$ cat src/tccw_pkg.sv
`timescale 1ns / 1ps
// ----------------------------------------------------------------------------
// tccw_pkg
// Shared types, constants and helpers for the text console cell writer.
// ----------------------------------------------------------------------------
package tccw_pkg;

    // Item actions carried on the input tuser
    typedef enum logic [1:0] {
        ACT_CHAR     = 2'd0,
        ACT_DEC      = 2'd1,
        ACT_HEX_BYTE = 2'd2,
        ACT_HEX_WORD = 2'd3
    } action_t;

    // Configuration register indexes
    localparam int unsigned CFG_INDEX_W    = 8;
    localparam logic [CFG_INDEX_W-1:0] CFG_LINE_WIDTH = 8'd0;
    localparam logic [CFG_INDEX_W-1:0] CFG_ATTRIBUTE  = 8'd1;

    // Reset values of the configuration registers
    localparam logic [7:0] LINE_WIDTH_RESET = 8'd80;
    localparam logic [7:0] ATTRIBUTE_RESET  = 8'h03;

    // Character codes
    localparam logic [7:0] NEWLINE_CHAR = 8'd10;
    localparam logic [7:0] MINUS_CHAR   = 8'h2d;
    localparam logic [3:0] DIGIT_ZONE   = 4'h3;

    // Decimal conversion geometry
    localparam int unsigned VALUE_W       = 32;
    localparam int unsigned DIGIT_W       = 4;
    localparam int unsigned DEC_DIGITS    = 10;
    localparam int unsigned BCD_W         = DIGIT_W * DEC_DIGITS;
    localparam int unsigned BITS_PER_STEP = 4;
    localparam int unsigned CONV_STEPS    = VALUE_W / BITS_PER_STEP;

    // Character queue: sign plus ten digits at most
    localparam int unsigned QUEUE_DEPTH = DEC_DIGITS + 1;
    localparam int unsigned QCOUNT_W    = $clog2(QUEUE_DEPTH + 1);
    localparam int unsigned HEX_WORD_CHARS = VALUE_W / DIGIT_W;

    // Commands from controller to datapath
    typedef struct packed {
        logic load;
        logic conv_step;
        logic skip_step;
        logic dec_load;
        logic emit;
    } tccw_cmd_t;

    // Status from datapath to controller
    typedef struct packed {
        action_t action;
        logic    newline;
        logic    skip_done;
        logic    queue_last;
        logic    out_free;
    } tccw_stat_t;

    // Uppercase hex digit for one nibble
    function automatic logic [7:0] hex_char(input logic [3:0] nib);
        logic [7:0] ch;
        if (nib < 4'd10) begin
            ch = {DIGIT_ZONE, nib};
        end
        else begin
            ch = 8'h37 + {4'h0, nib};
        end
        return ch;
    endfunction

endpackage

$ cat src/tccw_ctrl.sv
`timescale 1ns / 1ps
// ----------------------------------------------------------------------------
// tccw_ctrl
// Sequencer: accepts an item, steps the decimal conversion, trims leading
// zeros and paces the cell writes against the output register.
// ----------------------------------------------------------------------------
module tccw_ctrl
    import tccw_pkg::*;
(
    input  logic       clk,
    input  logic       rst_n,
    input  logic       s_tvalid,
    output logic       s_tready,
    input  tccw_stat_t stat,
    output tccw_cmd_t  cmd
);

    localparam int unsigned CNT_W = $clog2(CONV_STEPS);
    localparam logic [CNT_W-1:0] CONV_LAST = CNT_W'(CONV_STEPS - 1);

    typedef enum logic [1:0] {
        ST_IDLE,
        ST_CONV,
        ST_SKIP,
        ST_EMIT
    } state_t;

    state_t           state_reg, state_next;
    logic [CNT_W-1:0] cnt_reg, cnt_next;
    logic             ready_reg, ready_next;

    // Next state and commands
    always_comb
    begin
        cmd        = '0;
        state_next = state_reg;
        cnt_next   = cnt_reg;
        case (state_reg)
            ST_IDLE:
            begin
                if (s_tvalid && ready_reg)
                begin
                    cmd.load = 1'b1;
                    cnt_next = '0;
                    if (stat.action == ACT_DEC)
                    begin
                        state_next = ST_CONV;
                    end
                    else if (!stat.newline)
                    begin
                        state_next = ST_EMIT;
                    end
                end
            end
            ST_CONV:
            begin
                cmd.conv_step = 1'b1;
                cnt_next      = cnt_reg + 1'b1;
                if (cnt_reg == CONV_LAST)
                begin
                    state_next = ST_SKIP;
                end
            end
            ST_SKIP:
            begin
                if (stat.skip_done)
                begin
                    cmd.dec_load = 1'b1;
                    state_next   = ST_EMIT;
                end
                else
                begin
                    cmd.skip_step = 1'b1;
                end
            end
            ST_EMIT:
            begin
                if (stat.out_free)
                begin
                    cmd.emit = 1'b1;
                    if (stat.queue_last)
                    begin
                        state_next = ST_IDLE;
                    end
                end
            end
            default:
            begin
                state_next = ST_IDLE;
            end
        endcase
        ready_next = (state_next == ST_IDLE);
    end

    // Hold state, step counter and ready
    always_ff @(posedge clk or negedge rst_n)
    begin
        if (!rst_n)
        begin
            state_reg <= ST_IDLE;
            cnt_reg   <= '0;
            ready_reg <= 1'b1;
        end
        else
        begin
            state_reg <= state_next;
            cnt_reg   <= cnt_next;
            ready_reg <= ready_next;
        end
    end

    assign s_tready = ready_reg;

endmodule

$ cat src/tccw_dpath.sv
`timescale 1ns / 1ps
// ----------------------------------------------------------------------------
// tccw_dpath
// Datapath: configuration, cursor, binary to BCD converter, character queue
// and the output beat register.
// ----------------------------------------------------------------------------
module tccw_dpath
    import tccw_pkg::*;
(
    input  logic                   clk,
    input  logic                   rst_n,
    input  logic [VALUE_W-1:0]     s_tdata,
    input  logic [1:0]             s_tuser,
    input  logic                   cfg_write,
    input  logic [CFG_INDEX_W-1:0] cfg_index,
    input  logic [7:0]             cfg_data,
    output logic                   m_tvalid,
    input  logic                   m_tready,
    output logic [31:0]            m_tdata,
    output logic                   m_tlast,
    input  tccw_cmd_t              cmd,
    output tccw_stat_t             stat
);

    logic [7:0]          line_width_reg, attribute_reg;
    logic [7:0]          cursor_line_reg, cursor_line_next;
    logic [7:0]          cursor_col_reg, cursor_col_next;
    logic                sign_reg, sign_next;
    logic [VALUE_W-1:0]  value_reg, value_next;
    logic [BCD_W-1:0]    bcd_reg, bcd_next;
    logic [QCOUNT_W-1:0] ndig_reg, ndig_next;
    logic [7:0]          q_reg [QUEUE_DEPTH];
    logic [7:0]          q_next [QUEUE_DEPTH];
    logic [QCOUNT_W-1:0] count_reg, count_next;
    logic                out_valid_reg, out_valid_next;
    logic [15:0]         out_addr_reg, out_addr_next;
    logic [15:0]         out_word_reg, out_word_next;
    logic                out_last_reg, out_last_next;
    logic [BCD_W-1:0]    bcd_step;
    logic [VALUE_W-1:0]  value_step;
    logic [15:0]         line_base;
    logic                out_free;

    // Status towards the controller
    assign out_free        = !out_valid_reg || m_tready;
    assign stat.action     = action_t'(s_tuser);
    assign stat.newline    = (action_t'(s_tuser) == ACT_CHAR) && (s_tdata[7:0] == NEWLINE_CHAR);
    assign stat.skip_done  = (bcd_reg[BCD_W-1 -: DIGIT_W] != '0) || (ndig_reg == QCOUNT_W'(1));
    assign stat.queue_last = (count_reg == QCOUNT_W'(1));
    assign stat.out_free   = out_free;

    // Shift-add-3 conversion, several value bits per step
    always_comb
    begin
        bcd_step   = bcd_reg;
        value_step = value_reg;
        for (int s = 0; s < BITS_PER_STEP; s++)
        begin
            for (int d = 0; d < DEC_DIGITS; d++)
            begin
                if (bcd_step[DIGIT_W*d +: DIGIT_W] >= 4'd5)
                begin
                    bcd_step[DIGIT_W*d +: DIGIT_W] = bcd_step[DIGIT_W*d +: DIGIT_W] + 4'd3;
                end
            end
            bcd_step   = {bcd_step[BCD_W-2:0], value_step[VALUE_W-1]};
            value_step = {value_step[VALUE_W-2:0], 1'b0};
        end
    end

    // Cell offset of the start of the cursor line
    assign line_base = {8'h00, cursor_line_reg} * {8'h00, line_width_reg};

    // Next values of cursor, converter, queue and output beat
    always_comb
    begin
        cursor_line_next = cursor_line_reg;
        cursor_col_next  = cursor_col_reg;
        sign_next        = sign_reg;
        value_next       = value_reg;
        bcd_next         = bcd_reg;
        ndig_next        = ndig_reg;
        q_next           = q_reg;
        count_next       = count_reg;
        out_valid_next   = out_valid_reg && !m_tready;
        out_addr_next    = out_addr_reg;
        out_word_next    = out_word_reg;
        out_last_next    = out_last_reg;

        if (cmd.load)
        begin
            sign_next  = s_tdata[VALUE_W-1];
            value_next = s_tdata[VALUE_W-1] ? (~s_tdata + 1'b1) : s_tdata;
            bcd_next   = '0;
            ndig_next  = QCOUNT_W'(DEC_DIGITS);
            case (action_t'(s_tuser))
                ACT_CHAR:
                begin
                    q_next[0]  = s_tdata[7:0];
                    count_next = QCOUNT_W'(1);
                    if (s_tdata[7:0] == NEWLINE_CHAR)
                    begin
                        cursor_line_next = cursor_line_reg + 1'b1;
                        cursor_col_next  = '0;
                    end
                end
                ACT_HEX_BYTE:
                begin
                    q_next[0]  = hex_char(s_tdata[7:4]);
                    q_next[1]  = hex_char(s_tdata[3:0]);
                    count_next = QCOUNT_W'(2);
                end
                ACT_HEX_WORD:
                begin
                    for (int i = 0; i < HEX_WORD_CHARS; i++)
                    begin
                        q_next[i] = hex_char(s_tdata[VALUE_W-1-DIGIT_W*i -: DIGIT_W]);
                    end
                    count_next = QCOUNT_W'(HEX_WORD_CHARS);
                end
                default:
                begin
                    count_next = count_reg;
                end
            endcase
        end

        // Advance the converter
        if (cmd.conv_step)
        begin
            bcd_next   = bcd_step;
            value_next = value_step;
        end

        // Drop one leading zero digit
        if (cmd.skip_step)
        begin
            bcd_next  = {bcd_reg[BCD_W-DIGIT_W-1:0], {DIGIT_W{1'b0}}};
            ndig_next = ndig_reg - 1'b1;
        end

        // Fill the queue with sign and digits
        if (cmd.dec_load)
        begin
            if (sign_reg)
            begin
                q_next[0] = MINUS_CHAR;
                for (int k = 0; k < DEC_DIGITS; k++)
                begin
                    q_next[k+1] = {DIGIT_ZONE, bcd_reg[BCD_W-1-DIGIT_W*k -: DIGIT_W]};
                end
                count_next = ndig_reg + 1'b1;
            end
            else
            begin
                for (int k = 0; k < DEC_DIGITS; k++)
                begin
                    q_next[k] = {DIGIT_ZONE, bcd_reg[BCD_W-1-DIGIT_W*k -: DIGIT_W]};
                end
                count_next = ndig_reg;
            end
        end

        // Write one cell and advance the column
        if (cmd.emit)
        begin
            out_valid_next  = 1'b1;
            out_addr_next   = line_base + {8'h00, cursor_col_reg};
            out_word_next   = {attribute_reg, q_reg[0]};
            out_last_next   = (count_reg == QCOUNT_W'(1));
            cursor_col_next = cursor_col_reg + 1'b1;
            for (int i = 0; i < QUEUE_DEPTH - 1; i++)
            begin
                q_next[i] = q_reg[i+1];
            end
            count_next = count_reg - 1'b1;
        end
    end

    // Control and architectural state
    always_ff @(posedge clk or negedge rst_n)
    begin
        if (!rst_n)
        begin
            line_width_reg  <= LINE_WIDTH_RESET;
            attribute_reg   <= ATTRIBUTE_RESET;
            cursor_line_reg <= '0;
            cursor_col_reg  <= '0;
            count_reg       <= '0;
            out_valid_reg   <= 1'b0;
        end
        else
        begin
            if (cfg_write && (cfg_index == CFG_LINE_WIDTH))
            begin
                line_width_reg <= cfg_data;
            end
            if (cfg_write && (cfg_index == CFG_ATTRIBUTE))
            begin
                attribute_reg <= cfg_data;
            end
            cursor_line_reg <= cursor_line_next;
            cursor_col_reg  <= cursor_col_next;
            count_reg       <= count_next;
            out_valid_reg   <= out_valid_next;
        end
    end

    // Payload registers
    always_ff @(posedge clk)
    begin
        sign_reg     <= sign_next;
        value_reg    <= value_next;
        bcd_reg      <= bcd_next;
        ndig_reg     <= ndig_next;
        q_reg        <= q_next;
        out_addr_reg <= out_addr_next;
        out_word_reg <= out_word_next;
        out_last_reg <= out_last_next;
    end

    assign m_tvalid = out_valid_reg;
    assign m_tdata  = {out_word_reg, out_addr_reg};
    assign m_tlast  = out_last_reg;

endmodule

$ cat src/text_console_cell_writer.sv
`timescale 1ns / 1ps
// ----------------------------------------------------------------------------
// text_console_cell_writer
// Prints characters, signed decimals and hex numbers as cell writes into a
// character-cell buffer, tracking a line and column cursor.
// ----------------------------------------------------------------------------
// Flow: a character or hex digit goes from the accepted beat into the character queue,
//   then into the output register, then one cell per cycle while m_tready is high.
// Decimal: load, conversion steps, trim of leading zeros and queue fill, then cells.
// Items: s_tready stays low until the last cell of an item enters the output register;
//   a newline only moves the cursor, and the next beat follows the last cell.
// Reset: line width 80, attribute 3, cursor at line 0 column 0, output empty.
module text_console_cell_writer
    import tccw_pkg::*;
(
    input  logic                   clk,
    input  logic                   rst_n,
    // Input beat
    input  logic                   s_tvalid,
    output logic                   s_tready,
    input  logic [31:0]            s_tdata,   // [31:0] value
    input  logic [1:0]             s_tuser,   // [1:0] action
    // Cell write beat
    output logic                   m_tvalid,
    input  logic                   m_tready,
    output logic [31:0]            m_tdata,   // [15:0] cell_address, [31:16] cell_word
    output logic                   m_tlast,
    // Configuration writes
    input  logic                   cfg_valid,
    output logic                   cfg_ready,
    input  logic [CFG_INDEX_W-1:0] cfg_index,
    input  logic [7:0]             cfg_data
);

    tccw_cmd_t  cmd;
    tccw_stat_t stat;

    // The user writes registers only while idle; the block does not enforce it, so always take the beat
    assign cfg_ready = 1'b1;

    tccw_ctrl u_ctrl (
        .clk      (clk),
        .rst_n    (rst_n),
        .s_tvalid (s_tvalid),
        .s_tready (s_tready),
        .stat     (stat),
        .cmd      (cmd)
    );

    tccw_dpath u_dpath (
        .clk       (clk),
        .rst_n     (rst_n),
        .s_tdata   (s_tdata),
        .s_tuser   (s_tuser),
        .cfg_write (cfg_valid && cfg_ready),
        .cfg_index (cfg_index),
        .cfg_data  (cfg_data),
        .m_tvalid  (m_tvalid),
        .m_tready  (m_tready),
        .m_tdata   (m_tdata),
        .m_tlast   (m_tlast),
        .cmd       (cmd),
        .stat      (stat)
    );

endmodule

$ cat config.mk
export PLATFORM = sky130hd
export DESIGN_NAME = text_console_cell_writer
export DESIGN_NICKNAME = d
export VERILOG_FILES = /design/src/tccw_pkg.sv /design/src/tccw_ctrl.sv /design/src/tccw_dpath.sv /design/src/text_console_cell_writer.sv
export SDC_FILE = /design/constraint.sdc
export NUM_CORES = 1
export LEC_CHECK = 0
export BUFFER_PORTS_ARGS = -buffer_cell sky130_fd_sc_hd__buf_2
export CAP_MARGIN = 20
export CORE_AREA = 3 3 246 248
export CTS_CLUSTER_SIZE = 25
export DETAILED_ROUTE_END_ITERATION = 8
export DIE_AREA = 0 0 249 251
export GPL_ROUTABILITY_DRIVEN = 0
export HOLD_SLACK_MARGIN = 0.15
export PLACE_DENSITY = 0.52
export RECOVER_POWER = 100
export REMOVE_ABC_BUFFERS = 1
export SLEW_MARGIN = 25
export SYNTH_ARGS = -nofsm -noshare
export SYNTH_HDL_FRONTEND = slang
export SYNTH_SLANG_ARGS = --single-unit
$ cat constraint.sdc
create_clock -name clk -period 5.5 [get_ports clk]
set_clock_uncertainty 0.2 [all_clocks]
set_input_delay 0.275 -clock clk [delete_from_list [all_inputs] [get_ports clk]]
set_output_delay 0.275 -clock clk [all_outputs]
set_load 0.005 [all_outputs]
# [Word-level counts from Yosys, hierarchy flattened]
# Cells that the tools add are included.
[op_classes] mux=92 n_eq_ne=12 n_div=0 n_mul=1 order_cmp=48 bitwise=1 n_reduce_logical=33 shift=0 n_addsub=56
[ops] op="$mux 4" n=43
[ops] op="$ge 4x3->1 const B" n=40
[ops] op="$add 4x2->4 const B" n=36
[ops] op="$mux 40" n=3
[ops] op="$mux 32" n=3
[ops] op="$mux 8" n=12
[ops] op="$mux 88" n=1
[ops] op="$mux 80" n=1
[ops] op="$mux 77" n=1
[ops] op="$mux 64" n=1
[ops] op="$add 6x4->7 const A" n=8
[ops] op="$mux 48" n=1
[ops] op="$add 32x1->32 const B" n=1
[ops] op="$lt 4x4->1 const B" n=8
[ops] op="$not 32->32" n=1
[ops] op="$pmux 8 s3" n=1
[ops] op="$add 16x8->16" n=1
[ops] op="$add 8x1->8 const B" n=2
[ops] op="$mul 8x8->16" n=1
[ops] op="$mux 2" n=8
[ops] op="$pmux 8 s2" n=1
[ops] op="$mux 3" n=5
[ops] op="$reduce_bool 2->1" n=7
[ops] op="$add 3x2->3 const B" n=4
[ops] op="other kinds (24)" n=53
[totals] romBits=0 n_memories=0 ramBits=0 in_bits=55 register_bits=237 latchBits=0

# [Logic depth before layout (Yosys ltp)]
# Gate-level depths: netlist (run 1).
[logic_depth] word_depth=10 ltp_mapped=22 depth_no_buf=21

# [Modules after synthesis]
# A second synthesis (run 1) with hierarchy kept.
[unflattened] cells_unflattened=2064 hier_area_um2=18672.9
[by_module_without_submodules] mod="tccw_dpath" instances=1 cells_per_inst=2032 area_per_inst_um2=18328.8
[by_module_without_submodules] mod="tccw_ctrl" instances=1 cells_per_inst=30 area_per_inst_um2=332.8
[by_module_without_submodules] mod="text_console_cell_writer" instances=1 cells_per_inst=2 area_per_inst_um2=11.3

# [Worst setup path before layout (run 1)]
# OpenSTA, ideal clock, no wires.
[synth_timing] path_type="register to register" startpoint="reg u_dpath.cursor_line_reg[3]" endpoint="reg u_dpath.out_addr_reg[14], data pin" arrival_ps=4388 path_slack_ps=646 setup_time_ps=266 path_stages_with_launch=21 required_ps=5034 n_path_buf=1 path_cell_list="dfrtp_1 clkbuf_1 nand2_1 fa_1 inv_1 fa_1 ha_1 inv_1 fa_1 inv_1 ha_1 a21o_1 a21oi_1 o21ai_0 a21oi_1 nor2b_1 o21a_1 o21ai_0 a21boi_0 o41ai_1 xnor2_1"
[synth_between] elab_chain_len=2
[synth_rtl] item="from (decl)" line_no="tccw_dpath.sv:26" source="logic [7:0] cursor_line_reg, cursor_line_next;"
[synth_rtl] item="from (signal assigned)" line_no="tccw_dpath.sv:202" source="cursor_line_reg <= cursor_line_next;"
[synth_rtl] item="$mul 8x8->16" line_no="tccw_dpath.sv:72" source="assign line_base = {8'h00, cursor_line_reg} * {8'h00, line_width_reg};"
[synth_rtl] item="$add 16x8->16" line_no="tccw_dpath.sv:168" source="out_addr_next = line_base + {8'h00, cursor_col_reg};"
[synth_rtl] item="to (signal assigned)" line_no="tccw_dpath.sv:217" source="out_addr_reg <= out_addr_next;"
[synth_rtl] item="to (decl)" line_no="tccw_dpath.sv:36" source="logic [15:0] out_addr_reg, out_addr_next;"
# Every way passes these cells.
# A chain may end at the register's enable or synchronous reset.

# [Final worst setup path (run 1)]
# Same ends and word-level chain as after synthesis.

==> results of run 1 <==
tightest hold or removal path: stages:
cell	delay [ns]
buf_2	0.07
nor4_1	0.04
nand2_1	0.06
nor2_1	0.18
mux2_2	0.28
synth_stat cells (38+ instances only):
cell type / instances
a21oi_1: 104
ha_1: 106
o21ai_1: 38
clkbuf_1: 75
dfrtp_1: 38
fa_1: 44
o21ai_0: 145
and2_1: 38
nand2_1: 237
nor2_1: 124
xnor2_1: 64
mux2i_1: 63
inv_1: 163
a31oi_1: 38
edfxtp_1: 173
worst max path at each step:
stage	cells past startpoint	to
global placement	19	u_dpath.out_addr_reg[14]$_DFFE_PP_
detailed placement	19	u_dpath.out_addr_reg[14]$_DFFE_PP_
finish	19	u_dpath.out_addr_reg[14]$_DFFE_PP_
global route	19	u_dpath.out_addr_reg[14]$_DFFE_PP_
CTS	19	u_dpath.out_addr_reg[14]$_DFFE_PP_
floorplan	4	u_dpath.q_reg[24]$_DFFE_PP_
layout make-up:
| cell class | instances | area share |
|---|---|---|
| multi-input combinational | 1421 | 0.4990 |
| tap | 773 | 0.04879 |
| antenna | 1 | 0.0001262 |
| inverter | 176 | 0.03339 |
| sequential | 224 | 0.3247 |
| clock buffer | 36 | 0.03629 |
| timing repair buffer | 159 | 0.05176 |
| clock inverter | 13 | 0.005870 |
stage by stage:
step | setup TNS [ns] | area [um2] | instances
after floorplan | -9.638 | 17090 | 1821
after global placement | 0 | 18670 | 2702
after detailed placement | 0 | 18670 | 2702
after CTS | 0 | 20040 | 2802
after global routing | 0 | 19820 | 2802
final | 0 | 19820 | 2803
logic make-up after synthesis:
kind of cell | share of synthesized area
xor gates and xnor gates | 0.05128
AOI/OAI and AO/OA | 0.1829
DFF | 0.3690
adders and majority gates | 0.1265
muxes | 0.05773
buffers and inverters | 0.05838
other | 0.0002149
and+or+nand+nor | 0.1540
per-layer routing:
layer / vias up / GRT usage / wire, um
li1: 6955 / - / -
met3: 66 / 0.01676 / 1953
met1: 6872 / 0.2057 / 22670
met4: 0 / 0.04069 / 1295
met2: 260 / 0.2486 / 22090
met5: - / 0 / 0
==> impl_metrics.yaml, run 1 <==
global_route:
  track_usage: 0.1491
  overflow: 0
  antenna_found_initial: 1
  grt_pass1_wl_um: 75860
  grt_start_max_net_pins: 60
  grt_pass1_vias: 13640
routing:
  drt_iter0_drc: 959
  drc: 0
  via_count: 14150
  drt-total-wl_um: 48010
  ant_nets: 0
  vias_per_cell: 5.049
  avgRoutedWirePerCell_um: 17.13
  dr.pass1.iters: 7
run_status:
  violations: "max-capacitance violations, max-slew violations"
  status: "complete, but fails checks"
cts:
  clockBufferDepth: 3
  h-tree-depth: 1
  cts.clk_slew.worst_paths_ns: 0.06
  numCtsBuffers: 27
  worst_skew_pair.late_latency_ns: 0.56
  clock_sinks: 224
  cts-resized-gates: 0
  post_cts_buffers: 0
  ctsHoldBuffers: 51
  cts_tree: "yes"
  cts_root_buf: "clkbuf_16"
place:
  hpwl_um: 34880
  port_buffers: 89
  place_worst_setup_slack_ns: 0.3648
sta:
  rsz0062_at_grt: "no"
  min_period_ns: 5.146
  min_period_over_period: 0.9357
  worst_hold_slack_ns: 0.1926
  setup_slack_ns: 0.3536
  setup_violations: 0
  fmax_mhz: 194.3
  drv_slew: 301
  finalHoldViolCount: 0
  maxSlewHeadroom: -1.133
  tightest_slew_ns: 3.200
cells_and_area:
  drive_gt1_frac: 0.09019
  multiInputGateArea_um2: 9892
  final-seq-area_um2: 6437
  num-nets-final: 2214
  final_common_cell: "nand2_1"
  final_cell_mix: "nand2_1 (237), edfxtp_1 (173), inv_1 (166)"
  largest_reg_flops: 71
  final_core_util: 0.3378
  area_growth_pct: 13.62
  fillers: 6046
die:
  die_h_um: 251
  boundaryPins: 91
  die_w_um: 249
  die_area_um2: 62500
  coreArea_um2: 58690
  start_util: 0.2973
  num_rows: 89
setup_path:
  critPathMaxFanout: 11
  path_buf_inv: 3
  cp_slowest_cell: "fa_1"
  worst-r2r-cell-count: 19
  cp-end-kind: "flip-flop"
  slowest_delay_ns: 0.59
  rr_endpoint: "u_dpath.out_addr_reg[14]$_DFFE_PP_"
  crit_required_ns: 5.60
  cp.arrival_ns: 5.24
  cp_cell_sequence: "nand2_1, fa_1, inv_1, fa_1, ha_1, inv_1, fa_1, inv_1, ha_1, a21o_1, a21oi_1, o21ai_0, a21oi_1, nor2b_1, o21a_1, o21ai_0, a21boi_0, o41ai_1, xnor2_1"
  cp_top_family: "adder cells"
  critical_path.startpoint: "u_dpath.cursor_line_reg[3]$_DFFE_PN0P_"
  worst_r2r_startpoint: "u_dpath.cursor_line_reg[3]$_DFFE_PN0P_"
  worstSetupStartpointType: "flip-flop"
  path_class: "reg -> reg"
  r2r_slack_ns: 0.35
min_path:
  worstHoldStart: "cfg_index[5]"
  min_path_cells: 5
  whs_endpoint: "u_dpath.line_width_reg[1]$_DFFE_PN0P_"
  hp-class: "in -> reg"
synthesis:
  synth.yosys.seq_area_share: 0.3690
  synth_area_leaders: "edfxtp_1 (30%), ha_1 (7.6%), dfrtp_1 (5.5%), nand2_1 (5.1%), fa_1 (5.0%)"
  syn_inst: 1911
  synth-edff-count: 173
  synth_cell_types: 91
  ys.warnings.count: 0
  synthFlopType: "edfxtp_1"
  syn_area_per_cell_um2: 9.130
  synth_seq_cells: 224
  syn_area_um2: 17450
  ys_async_sr_fraction: 0.1920
  synth.top_cell.area_share: 0.2978
  synth_top_area_cell: "edfxtp_1"
flow_run:
  drv_cap: 7
Power of run 1 is left out: the tool's default activity adds up to more than one toggle a clock period on the data nets, which glitch-free logic cannot reach.
==> run 2, diff against run 1 <==
- clock period: 5.5 -> 5.3 ns (I/O delays scaled with it)
==> run 2 against run 1 <==
The flow still finishes with violations (max-capacitance violations, max-slew violations). Largest cell class unchanged. Critical endpoint is now u_dpath.out_addr_reg[15]$_DFFE_PP_. Sequential share of layout area shrank 0.34 points. First-iteration DRC count grew 11%. Design area grew 1.2%. Critical path type unchanged. Hold slack lost 0.011 ns. Core utilization grew 0.39 points. Via count grew 0.25%. Setup slack lost 0.093 ns. Fmax grew 2.1%. Register-to-register slack lost 0.09 ns. Non-clock buffer count grew 7. Critical path depth is the same. Sequential cell count is the same.
==> impl_metrics.yaml, run 2 (synthesis gave the netlist of run 1 again) <==
routing:
  drt_iter0_drc: 1063
  ant_nets: 0
  avgRoutedWirePerCell_um: 17.26
  drt-total-wl_um: 48490
  via_count: 14190
  vias_per_cell: 5.051
  drc: 0
  dr.pass1.iters: 5
setup_path:
  critPathMaxFanout: 9
  cp_slowest_cell: "fa_1"
  cp_cell_sequence: "buf_4, and2_1, fa_1, inv_1, fa_1, inv_1, fa_1, inv_1, fa_1, inv_1, ha_1, a21boi_0, o21ai_0, nand2b_1, a21o_1, nand2_1, a21oi_1, o41ai_1, xnor2_1"
  cp.depth: 19
  worst-r2r-cell-count: 19
  cp-end-kind: "flip-flop"
  crit_required_ns: 5.38
  cp.arrival_ns: 5.12
  worstSetupStartpointType: "flip-flop"
  cp_top_family: "adder cells"
  path_class: "reg -> reg"
  slowest_delay_ns: 0.53
  path_buf_inv: 5
global_route:
  grt_use_met3: 0.02090
  overflow: 0
  track_usage: 0.1497
  use_met1: 0.2040
  globalRoute.busiestLayer: "met2"
  met2_usage: 0.2520
  grt_pass1_wl_um: 76130
  antenna_found_initial: 1
  grt_start_max_net_pins: 60
  grt_pass1_vias: 13760
sta:
  tightest_slew_ns: 3.111
  fmax_mhz: 198.5
  min_period_over_period: 0.9507
  worst_hold_slack_ns: 0.1812
  maxSlewHeadroom: -1.074
  drv_slew: 333
  min_period_ns: 5.039
  finalHoldViolCount: 0
  setup_violations: 0
  rsz0062_at_grt: "no"
cts:
  clock_sinks: 224
  worst_skew_pair.late_latency_ns: 0.54
  cts_root_buf: "clkbuf_16"
  h-tree-depth: 1
  clockBufferDepth: 3
  numCtsBuffers: 27
  cts.clk_slew.worst_paths_ns: 0.07
  cts_tree: "yes"
place:
  port_buffers: 89
  hpwl_um: 35410
min_path:
  min_path_cells: 5
  hp-class: "in -> reg"
cells_and_area:
  area_growth_pct: 14.95
  largest_reg_flops: 71
  antenna_cells: 0
  fillers: 6012
  final_cell_mix: "nand2_1 (237), edfxtp_1 (173), inv_1 (163)"
  drive_gt1_frac: 0.1066
  final_common_cell: "nand2_1"
  num-nets-final: 2221
run_status:
  violations: "max-capacitance violations, max-slew violations"
  status: "complete, but fails checks"
flow_run:
  drv_cap: 8
die:
  num_rows: 89
  die_area_um2: 62500
  start_util: 0.2973
  die_w_um: 249
  boundaryPins: 91
  die_h_um: 251
  coreArea_um2: 58690
-- run 2: changes by cell type in the layout (fill, tap and decap cells not counted), moves of 5 or more --
cell     change
buf_4        +5
xnor2_1      -5
a21oi_1      -5
dfrtp_2      +5
o21ai_1      +8
o21ai_0      -8
dfrtp_1      -5
-- run 2: area by class of cell --
class	count	area, um2	share of cell area
clock buffer	36	729.5	0.03637
clock inverter	13	176.4	0.008797
inverter	176	661.9	0.03300
multi-input combinational	1421	9992	0.4983
sequential	224	6444	0.3213
tap	773	967.2	0.04823
timing repair buffer	166	1084	0.05403
-- run 2: timing repair --
item,in CTS,in global routing
buffers inserted,0,4
hold buffers,53,0
resized for setup,0,6
hold endpoints to repair,116,0
setup endpoints to repair,0,3
-- run 2: tightest hold or removal path: stages --
cell,delay (ns)
buf_2,0.07
nor4b_1,0.05
nand2_1,0.05
nor2_1,0.17
mux2_2,0.28
-- run 2: path summary, 6_finish.rpt --
| path | start | end | slack [ns] |
|---|---|---|---|
| worst max-delay path | u_dpath.cursor_line_reg[3]$_DFFE_PN0P_ | u_dpath.out_addr_reg[15]$_DFFE_PP_ | 0.26 |
| worst min-delay path | cfg_index[6] | u_dpath.line_width_reg[0]$_DFFE_PN0P_ | 0.18 |
| worst max register to register | u_dpath.cursor_line_reg[3]$_DFFE_PN0P_ | u_dpath.out_addr_reg[15]$_DFFE_PP_ | 0.26 |
| worst min register to register | u_dpath.q_reg[86]$_DFFE_PP_ | u_dpath.out_word_reg[6]$_DFFE_PP_ | 0.22 |
| max in group asynchronous | rst_n | u_dpath.cursor_line_reg[2]$_DFFE_PN0P_ | 1.61 |
| min in group asynchronous | rst_n | u_dpath.line_width_reg[6]$_DFFE_PN1P_ | 0.96 |
-- run 2: per-stage QoR --
step | instance area (um2) | utilization | instances | setup WS (ns) | TNS, ns
final | 20050 | 0.3417 | 2809 | 0.2610 | 0
after detailed placement | 18680 | 0.3183 | 2703 | 0.1340 | 0
after global routing | 20050 | 0.3417 | 2809 | 0.0002460 | 0
after CTS | 20130 | 0.3429 | 2805 | 0.08260 | 0
after floorplan | 17090 | - | 1821 | -0.4295 | -18.04
after global placement | 18680 | 0.3183 | 2703 | 0.2051 | 0
-- run 2: routing by layer --
layer | vias up | wire, um | part of all wire
met4 | 0 | 1169 | 0.024
li1 | 6960 | - | -
met1 | 6855 | 22700 | 0.47
met5 | - | 0 | 0
met2 | 309 | 22440 | 0.46
met3 | 65 | 2181 | 0.045
Power of run 2 is left out for the same reason.
==> run 3, diff against run 2 <==
- GPL_TIMING_DRIVEN: default -> 0
==> run 3 against run 2 <==
The flow still finishes with violations (max-capacitance violations, max-slew violations). Non-clock buffer count shrank 6. Wire length down 0.67%. Design area up 0.54%. Via count down 0.22%. Register-to-register slack improved by 0.02 ns. Global-route usage down 0.096 points. Sequential share of layout area fell by 0.16 points. Core utilization grew 0.19 points. Fmax rose by 0.39%. Critical path type unchanged. Largest cell class unchanged.
==> impl_metrics.yaml, run 3 (synthesis gave the netlist of run 1 again) <==
global_route:
  grt_pass1_wl_um: 75560
  grt_pass1_vias: 13740
  antenna_found_initial: 1
  overflow: 0
  track_usage: 0.1487
  grt_start_max_net_pins: 60
die:
  boundaryPins: 91
  num_rows: 89
  die_area_um2: 62500
  die_w_um: 249
  die_h_um: 251
  start_util: 0.2973
  coreArea_um2: 58690
place:
  place_area_um2: 18880
  place_worst_setup_slack_ns: -0.01738
  hpwl_um: 34880
  port_buffers: 89
cells_and_area:
  area_growth_pct: 15.57
  drive_gt1_frac: 0.1055
  final_area_um2: 20160
  num-nets-final: 2214
  final_common_cell: "nand2_1"
  largest_reg_flops: 71
  final_cell_mix: "nand2_1 (237), edfxtp_1 (173), inv_1 (165)"
cts:
  h-tree-depth: 1
  worst_skew_pair.late_latency_ns: 0.56
  cts.clk_slew.worst_paths_ns: 0.06
  clock_sinks: 224
  numCtsBuffers: 26
  cts_root_buf: "clkbuf_16"
  cts_tree: "yes"
  clockBufferDepth: 3
min_path:
  hp-class: "in -> reg"
  whs_endpoint: "u_dpath.line_width_reg[4]$_DFFE_PN1P_"
  worstHoldStart: "cfg_index[5]"
  min_path_cells: 5
sta:
  tightest_slew_ns: 2.237
  min_period_ns: 5.019
  min_period_over_period: 0.9471
  fmax_mhz: 199.2
  rsz0062_at_grt: "no"
  finalHoldViolCount: 0
  setup_slack_ns: 0.2805
  setup_violations: 0
  drv_slew: 183
  maxSlewHeadroom: -0.4914
  worst_hold_slack_ns: 0.1737
setup_path:
  cp.arrival_ns: 5.10
  cp-end-kind: "flip-flop"
  crit_required_ns: 5.38
  critical_path.startpoint: "u_dpath.cursor_line_reg[1]$_DFFE_PN0P_"
  path_class: "reg -> reg"
  worst_r2r_startpoint: "u_dpath.cursor_line_reg[1]$_DFFE_PN0P_"
  worst_path_most_repeated_cell: "fa_1"
  rr_endpoint: "u_dpath.out_addr_reg[15]$_DFFE_PP_"
  critPathMaxFanout: 11
  worst-r2r-cell-count: 17
  r2r_slack_ns: 0.28
  cp_cell_sequence: "and2_0, fa_1, fa_1, inv_1, fa_1, fa_1, inv_1, ha_1, o21ai_0, a21boi_0, o21ai_0, nand2b_1, a21o_1, nand2_1, a21oi_1, o41ai_1, xnor2_1"
  worstSetupStartpointType: "flip-flop"
  slowest_delay_ns: 0.54
  cp_slowest_cell: "fa_1"
routing:
  drt_iter0_drc: 973
  dr.pass1.iters: 6
  via_count: 14160
  ant_nets: 0
  drc: 0
  avgRoutedWirePerCell_um: 17.19
  vias_per_cell: 5.053
  drt-total-wl_um: 48160
run_status:
  status: "complete, but fails checks"
  violations: "max-capacitance violations, max-slew violations"
flow_run:
  drv_cap: 6
==> run 3: worst max path at each step <==
stage,cells past startpoint,endpoint
floorplan,4,u_dpath.q_reg[24]$_DFFE_PP_
global placement,6,u_dpath.q_reg[50]$_DFFE_PP_
detailed placement,19,u_dpath.out_addr_reg[14]$_DFFE_PP_
CTS,19,u_dpath.out_addr_reg[14]$_DFFE_PP_
global route,17,u_dpath.out_addr_reg[15]$_DFFE_PP_
finish,17,u_dpath.out_addr_reg[15]$_DFFE_PP_
==> run 3: final cells by class <==
class                      count  area [um2]
tap                          773       967.2
sequential                   224        6446
antenna                        1       2.502
multi-input combinational   1421        9947
clock inverter                11       128.9
clock buffer                  36       790.8
fill                        5974       38520
timing repair buffer         160        1214
inverter                     176       666.9
==> run 3: worst max-delay path: cells and delay by family, from the launching register on <==
family | cells | cell delay (ns)
AOI/OAI and AO/OA | 6 | 1.05
xor gates and xnor gates | 1 | 0.12
and+or+nand+nor | 3 | 0.45
DFF | 1 | 0.52
adders and majority gates | 5 | 2.31
buffers and inverters | 2 | 0.09
==> run 3: per-stage QoR <==
stage          setup TNS [ns]  cells  utilization
6_report                    0   2802       0.3436
5_1_grt                     0   2801       0.3435
4_1_cts                     0   2797       0.3470
3_5_place_dp         -0.01738   2696       0.3218
3_3_place_gp          -434.09   2683       0.3153
2_1_floorplan          -18.04   1821            -
==> run 3: timing repair <==
action                     in CTS  in global routing
gates cloned                    0                  0
hold endpoints to repair      121                  0
pin swaps                       0                  1
resized for setup               1                  7
setup endpoints to repair       1                  2
hold buffers                   54                  0
buffers inserted                0                  4
==> run 3: metal layers <==
| layer | up-vias | share of wire | track usage |
|---|---|---|---|
| met1 | 6817 | 0.46 | 0.2009 |
| met5 | - | 0.00019 | 0 |
| met2 | 329 | 0.47 | 0.2560 |
| met4 | 2 | 0.019 | 0.03302 |
| li1 | 6956 | - | - |
| met3 | 54 | 0.044 | 0.01759 |
Power of run 3 is left out for the same reason.
